==> src/design/xtsc_pkg.sv <==
// types and codes shared by the xml token structure checker files
`timescale 1ns / 1ps

package xtsc_pkg;

    typedef enum logic [2:0] {
        TK_AOPEN  = 3'd0,
        TK_ACLOSE = 3'd1,
        TK_SLASH  = 3'd2,
        TK_QUEST  = 3'd3,
        TK_DATA   = 3'd4,
        TK_QDATA  = 3'd5,
        TK_EQ     = 3'd6
    } token_kind_t;

    typedef enum logic [2:0] {
        EV_NONE    = 3'd0,
        EV_DECL    = 3'd1,
        EV_TOPEN   = 3'd2,
        EV_TCLOSE  = 3'd3,
        EV_CONTENT = 3'd4,
        EV_APPEND  = 3'd5,
        EV_EQ      = 3'd6
    } event_kind_t;

    typedef enum logic [2:0] {
        ERR_OK          = 3'd0,
        ERR_BAD_BEGIN   = 3'd1,
        ERR_BAD_END     = 3'd2,
        ERR_OPEN_ANGLE  = 3'd3,
        ERR_CLOSE_ANGLE = 3'd4,
        ERR_SLASH       = 3'd5,
        ERR_EQ_NO_ELEM  = 3'd6
    } error_code_t;

    typedef enum logic [3:0] {
        S_NONE     = 4'd0,
        S_TINIT    = 4'd1,
        S_TOPARSE  = 4'd2,
        S_TODONE   = 4'd3,
        S_TCPARSE  = 4'd4,
        S_TCNAMED  = 4'd5,
        S_TCDONE   = 4'd6,
        S_CONTENT  = 4'd7,
        S_DPARSE   = 4'd8,
        S_DCLOSING = 4'd9,
        S_DCLOSED  = 4'd10
    } parse_state_t;

endpackage

==> src/design/xml_token_structure_checker_top.sv <==
// xml token structure checker: structure state machine and registered result
`timescale 1ns / 1ps

// Takes one lexed XML token per transaction and returns one result transaction per token,
// in the cycle after the token is accepted: an event (declaration, tag open, tag close,
// content, append data or append equals) with the token's data handle, or the first
// structural error of the document. A token is accepted every cycle the result register is
// empty or being taken, so the block sustains one token per clock; latency and rate are set
// by the single result register after the state decode. After an error the remaining
// tokens of that document give empty results, and the token marked last always returns the
// structure state to its reset value.
module xml_token_structure_checker_top
    import xtsc_pkg::*;
#(
    parameter int REF_WIDTH = 16
)
(
    input  logic                 clk,
    input  logic                 rst_n,
    input  logic                 in_valid,
    output logic                 in_ready,
    input  logic [2:0]           token_kind,
    input  logic [REF_WIDTH-1:0] data_ref,
    input  logic                 is_last,
    output logic                 out_valid,
    input  logic                 out_ready,
    output logic [2:0]           event_kind,
    output logic [REF_WIDTH-1:0] event_ref,
    output logic [2:0]           error_code,
    output logic                 document_done
);

    parse_state_t         state_reg, state_next, st_step;
    logic                 at_start_reg, at_start_next;
    logic                 failed_reg, failed_next;
    logic                 elem_reg, elem_next;
    logic                 out_valid_reg, out_valid_next;
    event_kind_t          ev_reg, ev, ev_out;
    logic [REF_WIDTH-1:0] ref_reg, ref_out;
    error_code_t          err_reg, err, err_out;
    logic                 done_reg;
    logic                 accept;

    assign in_ready = !out_valid_reg || out_ready;
    assign accept   = in_valid && in_ready;

    // structure transition and error check
    always_comb
    begin
        st_step = state_reg;
        err     = ERR_OK;
        priority if (at_start_reg && token_kind != TK_AOPEN)
        begin
            err = ERR_BAD_BEGIN;
        end
        else if (is_last && token_kind != TK_ACLOSE)
        begin
            err = ERR_BAD_END;
        end
        else
        begin
            unique case (token_kind)
                TK_AOPEN:
                begin
                    if (state_reg == S_TINIT || state_reg == S_TOPARSE)
                        err = ERR_OPEN_ANGLE;
                    else
                        st_step = S_TINIT;
                end
                TK_ACLOSE:
                begin
                    priority if (state_reg == S_TOPARSE)
                        st_step = S_TODONE;
                    else if (state_reg == S_TCNAMED)
                        st_step = S_TCDONE;
                    else if (state_reg == S_DCLOSING)
                        st_step = S_DCLOSED;
                    else
                        err = ERR_CLOSE_ANGLE;
                end
                TK_SLASH:
                begin
                    if (state_reg == S_TINIT || state_reg == S_CONTENT)
                        st_step = S_TCPARSE;
                    else
                        err = ERR_SLASH;
                end
                TK_QUEST:
                begin
                    if (state_reg == S_TINIT)
                        st_step = S_DPARSE;
                    else if (state_reg == S_DPARSE)
                        st_step = S_DCLOSING;
                end
                TK_DATA, TK_QDATA:
                begin
                    // data in any other state leaves the structure alone
                    if (state_reg == S_TINIT)
                        st_step = S_TOPARSE;
                    else if (state_reg == S_TCPARSE)
                        st_step = S_TCNAMED;
                    else if (state_reg == S_TCDONE || state_reg == S_TODONE)
                        st_step = S_CONTENT;
                end
                TK_EQ:
                begin
                    if (!elem_reg)
                        err = ERR_EQ_NO_ELEM;
                end
                default:
                begin
                    st_step = state_reg;
                end
            endcase
        end
    end

    // event for the token, before error masking
    always_comb
    begin
        ev = EV_NONE;
        unique case (token_kind)
            TK_QUEST:
            begin
                if (state_reg == S_TINIT)
                    ev = EV_DECL;
            end
            TK_DATA, TK_QDATA:
            begin
                if (state_reg == S_TINIT)
                    ev = EV_TOPEN;
                else if (state_reg == S_TCPARSE)
                    ev = EV_TCLOSE;
                else if (state_reg == S_TCDONE || state_reg == S_TODONE)
                    ev = EV_CONTENT;
                else if (state_reg == S_DPARSE)
                    ev = EV_APPEND;
            end
            TK_EQ:
            begin
                if (elem_reg)
                    ev = EV_EQ;
            end
            default:
            begin
                ev = EV_NONE;
            end
        endcase
    end

    // result and state update for an accepted token
    always_comb
    begin
        ev_out        = EV_NONE;
        ref_out       = '0;
        err_out       = ERR_OK;
        state_next    = state_reg;
        at_start_next = at_start_reg;
        failed_next   = failed_reg;
        elem_next     = elem_reg;
        if (!failed_reg)
        begin
            if (err != ERR_OK)
            begin
                err_out     = err;
                failed_next = 1'b1;
            end
            else
            begin
                ev_out     = ev;
                state_next = st_step;
                if (ev == EV_TOPEN || ev == EV_TCLOSE || ev == EV_CONTENT || ev == EV_APPEND)
                    ref_out = data_ref;
                if (ev == EV_DECL || ev == EV_TOPEN || ev == EV_TCLOSE || ev == EV_CONTENT)
                    elem_next = 1'b1;
            end
        end
        at_start_next = 1'b0;
        // end of document: back to the reset state whatever happened
        if (is_last)
        begin
            state_next    = S_NONE;
            at_start_next = 1'b1;
            failed_next   = 1'b0;
            elem_next     = 1'b0;
        end
    end

    assign out_valid_next = accept || (out_valid_reg && !out_ready);

    always_ff @(posedge clk or negedge rst_n)
    begin
        if (!rst_n)
        begin
            state_reg     <= S_NONE;
            at_start_reg  <= 1'b1;
            failed_reg    <= 1'b0;
            elem_reg      <= 1'b0;
            out_valid_reg <= 1'b0;
        end
        else
        begin
            out_valid_reg <= out_valid_next;
            if (accept)
            begin
                state_reg    <= state_next;
                at_start_reg <= at_start_next;
                failed_reg   <= failed_next;
                elem_reg     <= elem_next;
            end
        end
    end

    always_ff @(posedge clk)
    begin
        if (accept)
        begin
            ev_reg   <= ev_out;
            ref_reg  <= ref_out;
            err_reg  <= err_out;
            done_reg <= is_last;
        end
    end

    assign out_valid     = out_valid_reg;
    assign event_kind    = ev_reg;
    assign event_ref     = ref_reg;
    assign error_code    = err_reg;
    assign document_done = done_reg;

endmodule

==> config.mk <==
export PLATFORM = sky130hd
export DESIGN_NAME = xml_token_structure_checker_top
export DESIGN_NICKNAME = d
export VERILOG_FILES = /design/src/design/xtsc_pkg.sv /design/src/design/xml_token_structure_checker_top.sv
export SDC_FILE = /design/constraint.sdc
export NUM_CORES = 1
export LEC_CHECK = 0
export BUFFER_PORTS_ARGS = -buffer_cell sky130_fd_sc_hd__buf_4
export CAP_MARGIN = 5
export CORE_MARGIN = 2
export CORE_UTILIZATION = 45
export DETAILED_ROUTE_END_ITERATION = 8
export GPL_ROUTABILITY_DRIVEN = 0
export MAX_ROUTING_LAYER = met4
export PLACE_DENSITY = 0.71
export RECOVER_POWER = 100
export SYNTH_ARGS = -nofsm -noshare
export SYNTH_HDL_FRONTEND = slang
export SYNTH_SLANG_ARGS = --single-unit
==> constraint.sdc <==
create_clock -name clk -period 2.1 [get_ports clk]
set_input_delay 0.42 -clock clk [delete_from_list [all_inputs] [get_ports clk]]
set_output_delay 0.42 -clock clk [all_outputs]
set_load 0.05 [all_outputs]
# After elaboration in Yosys (flattened, before gate mapping)

Cells that the tools add are included.

Bitwise gates (word level): 2
Muxes and demuxes: 40
Reductions and logical operators: 28
Eq/ne operators: 30

Operators with widths:

| operator           | number |
|---|---|
| $mux 4             | 15 |
| $mux 3             | 12 |
| $pmux 4 s5         | 1 |
| $eq 4x3->1 const B | 4 |
| $eq 3x3->1 const B | 5 |
| $eq 3x2->1 const B | 4 |
| $pmux 3 s4         | 1 |
| $logic_or 1x1->1   | 11 |
| $reduce_and 11->1  | 1 |
| $ne 5x5->1 const B | 2 |
| $mux 1             | 9 |
| $pmux 3 s3         | 1 |
| $eq 4x2->1 const B | 2 |
| $eq 4x4->1 const B | 2 |
| $ne 2x2->1 const B | 4 |
| $eq 3x1->1 const B | 2 |
| $ne 3x3->1 const B | 2 |
| $reduce_bool 3->1  | 2 |
| $reduce_bool 6->1  | 1 |
| $reduce_or 2->1    | 3 |
| $eq 4x1->1 const B | 1 |
| $logic_and 1x1->1  | 4 |
| $ne 4x4->1 const B | 1 |
| $reduce_and 4->1   | 1 |
| other kinds (7)    | 9 |

Word-level logic and storage cells: 109
Register bits after elaboration: 31
Input port bits: 24

# Depth between registers and ports, before layout

Depth in word-level cells: 14
Gate-level depth with buffers: 9
Gate-level depth less buffers: 7

# Worst setup path after synthesis

OpenSTA, ideal clock, no wires.

Path kind: register -> register
Start point: register out_valid_reg, in the netlist out_valid
End point: register elem_reg
Setup time: 78 ps
Stages on the path, launching flop included: 7
Data required time: 2022 ps
Period minus slack after synthesis: 2559 ps
Path buffers: 0
Slack: -459 ps
Data arrival time: 2481 ps
Cell sequence: dfrtp_1 nand2b_1 nand2_1 inv_1 nand2_1 o41a_1 a21oi_2

Cells in the longest elaborated chain, start to end: 4

RTL lines:

| what                              | line                                   | source |
|---|---|---|
| start: declaration                | xml_token_structure_checker_top.sv:37  | `logic out_valid_reg, out_valid_next;` |
| start signal: assignment          | xml_token_structure_checker_top.sv:203 | `out_valid_reg <= out_valid_next;` |
| $logic_not 1->1                   | xml_token_structure_checker_top.sv:44  | `assign in_ready = !out_valid_reg \|\| out_ready;` |
| $logic_or 1x1->1                  | xml_token_structure_checker_top.sv:44  |  |
| via in_ready                      | xml_token_structure_checker_top.sv:21  | `output logic in_ready,` |
| $logic_and 1x1->1                 | xml_token_structure_checker_top.sv:45  | `assign accept = in_valid && in_ready;` |
| via accept                        | xml_token_structure_checker_top.sv:42  | `logic accept;` |
| $reduce_and 4->1 (no source line) | -                                      |  |
| end signal: assignment            | xml_token_structure_checker_top.sv:209 | `elem_reg <= elem_next;` |
| end: declaration                  | xml_token_structure_checker_top.sv:36  | `logic elem_reg, elem_next;` |

The timed path passes the listed nets, and every way through them passes these cells.
A chain may end at the register's enable or synchronous reset.

# Worst setup path after layout

Start point: register state_reg[0]
End point: register state_reg[1]

Cells in the longest elaborated chain, start to end: 10
Elaborated cells between the ends (all ways): 39

RTL lines:

| what                               | line                                   | source |
|---|---|---|
| start: declaration                 | xml_token_structure_checker_top.sv:33  | `parse_state_t state_reg, state_next, st_step;` |
| start signal: assignment           | xml_token_structure_checker_top.sv:206 | `state_reg <= state_next;` |
| $eq 4x4->1                         | xml_token_structure_checker_top.sv:76  | `else if (state_reg == S_DCLOSING)` |
| $mux 3                             | xml_token_structure_checker_top.sv:76  |  |
| $mux 3                             | xml_token_structure_checker_top.sv:74  | `else if (state_reg == S_TCNAMED)` |
| $mux 3                             | xml_token_structure_checker_top.sv:72  | `priority if (state_reg == S_TOPARSE)` |
| $pmux 3 s4                         | xml_token_structure_checker_top.sv:62  | `unique case (token_kind)` |
| $mux 3                             | xml_token_structure_checker_top.sv:56  | `else if (is_last && token_kind != TK_ACLOSE)` |
| $mux 3                             | xml_token_structure_checker_top.sv:52  | `priority if (at_start_reg && token_kind != TK_AOPEN)` |
| $reduce_bool 3->1                  | xml_token_structure_checker_top.sv:163 | `if (err != ERR_OK)` |
| $ne 2x2->1 (no source line)        | -                                      |  |
| $reduce_and 11->1 (no source line) | -                                      |  |

Several ways; a longest one is shown, not always the timed one. The select of a mux whose other input is x is not followed.

==> results.toml <==
[status]
run_status = "finished with violations"
failed_checks = "setup timing"

[hold_path]
timing.hold.worst_endpoint = "out_valid$_DFF_PN0_"
worst_hold_path.num_cells = 2
hold_path_class = "primary input to flip-flop"
hold_startpoint = "in_valid"

[detailed_routing]
wire_length_per_cell_microns = 15.7
routed_wl_microns = 4820
drt_first_pass_iters = 4
route.antenna.remaining_nets = 0
dr.first_iter.drc_count = 147
vias = 1681
remaining_drc_errors = 0
drt-vias-per-instance = 5.46

[timing]
report.final.setup_viol = 3
fmaxAchievable_mhz = 473
slew_headroom = 0.598
timing_worst_slew_pin_value_ns = 0.606
setup_tns_ns = -0.0332
timing.hold.ws_ns = 0.353
period_share = 1.01
final_period_minus_worst_setup_slack_ns = 2.11
final.setup_skew_ns = 0.00899
maxSlewViolCount = 0
rsz0062_at_grt = "true"
final_critical_path_setup_slack_ns = -0.0143
number_of_hold_violations_in_the_final_report = 0

[final_layout]
fin_cells = 308
syn_to_layout_area_delta_pct = 45.9
post_route_cells_drive_above_1_share = 0.388
design.final.nets = 283
largest_register_ff_count = 16
antenna_cells = 0
layout.core_utilization = 0.699
fillerInstances = 311

[clock_tree]
tritoncts.num_buffers = 5
cts_root_buffer = "clkbuf_8"
cts.sinks = 31
htree_num_levels = 2
worstSkewPairLatency_ns = 0.27
cts_buffer_depth = 2
cts.reportedPaths.clkPinSlew_ns = 0.06
cts_tree = "built"

[global_route]
grt_start_max_net_pins = 18
antenna_found_initial = 0
track_usage = 0.219
grt_first_pass_wirelength_microns = 7080
grt_pass1_vias = 1502
global_route.overflow_total = 0

[floorplanning]
core_sq_mm = 0.00374
pin_count = 49
die_area_sq_mm = 0.00450
die_w_microns = 67.1
initial_utilization = 0.479
floorplan.rows = 22
fp.dieH_microns = 67.1

[critical_path]
worst_setup_path_start_kind = "flip-flop"
series_of_cell_instances_along_the_critical_path = "buf_4 -> xnor2_1 -> nor4_1 -> o21ai_1 -> a211oi_2 -> nand3_2 -> a21o_1 -> a22o_1"
reg2reg_from = "state_reg[0]$_DFFE_PN0P_"
crit_path_end_kind = "flip-flop"
worst_r2r_path_depth = 8
criticalPathCategory = "flip-flop to flip-flop"
crit_arrival_ns = 2.27
crit_path_start = "state_reg[0]$_DFFE_PN0P_"
worst_r2r_endpoint = "state_reg[1]$_DFFE_PN0P_"
slowest_delay_ns = 0.45
timing.critical_path.fanout_max = 8
r2r_setup_slack_ns = -0.01
cpMaxStageDelayCell = "dfrtp_2"
worstPathRequired_ns = 2.26

[synthesis]
synth.yosys.seq_area_share = 0.498
mappedNetlistArea_sq_mm = 0.00179
yosys_most_used_dff = "edfxtp_1"
synth_nets = 198
syn-mean-instance-area_sq_um = 10.3
synthesis.instances = 174
ys_async_sr_fraction = 0.258
yosysWarningCount = 0
synth.distinct_cells = 52
number_of_synthesized_flops_with_an_enable_pin = 23
synth_seq_cells = 31

[power_and_ir_drop]
power-per-cell-area_mw_per_mm2 = 814
power.static_leakage_nw = 1.04
vdd.ir_drop.worst_mv = 0.543

[place]
dp_hpwl_microns = 3410
place_worst_setup_slack_ns = -0.183
port_buffers = 48
placedCellCount = 292

[run]
cap_viol_max_count = 0
-- critical path, delay by kind of cell (launching register included) --
family,cells,cell delay (ns)
AND/OR/NAND/NOR,2,0.39
XOR/XNOR,1,0.14
AO/OA/AOI/OAI,4,0.84
buffers and inverters,1,0.18
flip-flops,1,0.45
-- cells in the mapped netlist (all sizes together) (2+ instances only) --
cell	n	area [sq um]
or2	2	12.5
o21ai	9	45.0
o211ai	2	15.0
and3	3	18.8
xnor2	4	35.0
edfxtp	23	691
o31ai	2	28.8
inv	3	11.3
and2	16	100
dfrtp	7	175
nand2b	7	46.3
o21a	2	15.0
clkbuf	3	11.3
nor2	14	52.6
nor2b	4	25.0
nor3b	2	15.0
a22o	3	26.3
a21oi	10	53.8
a211oi	3	22.5
nand3	4	20.0
buf	9	52.6
nand2	13	51.3
nand3b	3	22.5
mux2i	2	20.0
nor3	4	20.0
or3	2	12.5
-- metal layers --
| layer | up-vias | wire, microns | global-route usage |
|---|---|---|---|
| met1 | 797 | 1960 | 0.283 |
| li1 | 801 | - | - |
| met5 | - | 0 | - |
| met3 | 8 | 361 | 0.0422 |
| met4 | 0 | 63 | 0.0689 |
| met2 | 75 | 2440 | 0.348 |
-- metrics by stage --
step | total power [mW] | cell area [sq um]
2_1_floorplan | 1.25 | 1810
3_3_place_gp | 1.49 | 2420
3_5_place_dp | 1.51 | 2420
4_1_cts | 2.07 | 2610
5_1_grt | 2.23 | 2620
6_report | 2.13 | 2620
-- cell families (layout without fill, tap and decap cells) --
family | count (synthesis) | count (layout) | share of synthesized area
AND/OR/NAND/NOR | 79 | 79 | 0.245
AO/OA/AOI/OAI | 43 | 43 | 0.184
flip-flops | 31 | 31 | 0.498
buffers and inverters | 15 | 101 | 0.0419
XOR/XNOR | 4 | 4 | 0.0196
multiplexers | 2 | 2 | 0.0112
-- cell usage in the layout (no fill, tap or decap), drive strengths merged, types with 7 or more instances in the layout --
cell,instances
clkbuf,35
buf,62
o21ai,9
nand2b,7
dfrtp,7
edfxtp,23
a21oi,10
nor2,14
nand2,13
and2,16
-- timing repair --
action | in CTS | in global routing
resized for setup | 12 | 19
hold buffers | 1 | 0
pin swaps | 5 | 9
setup endpoints to repair | 21 | 21
setup buffers | 5 | 2
hold endpoints to repair | 7 | 0
-- report_power, final --
part / internal, mW / leakage, nW / switching (mW)
registers: 0.726 / 0.325 / 0.0459
logic: 0.386 / 0.663 / 0.476
clock network: 0.299 / 0.0515 / 0.197
-- worst max path at each step --
stage	to	slack [ns]
global route	state_reg[1]$_DFFE_PN0P_	-0.11
detailed placement	event_ref[8]$_SDFFCE_PP0P_	-0.18
CTS	state_reg[3]$_DFFE_PN0P_	0.01
floorplan	state_reg[1]$_DFFE_PN0P_	0.02
global placement	event_ref[1]$_SDFFCE_PP0P_	-0.12
finish	state_reg[1]$_DFFE_PN0P_	-0.01
-- layout make-up --
class | count | area (sq um) | share of cell area
Tap cell | 48 | 60.1 | 0.0230
Timing Repair Buffer | 90 | 584 | 0.223
Clock buffer | 8 | 100 | 0.0383
Sequential cell | 31 | 896 | 0.343
Inverter | 3 | 15.0 | 0.00574
Multi-Input combinational cell | 128 | 960 | 0.367
Note: power is estimated with default switching activity, not from simulation.
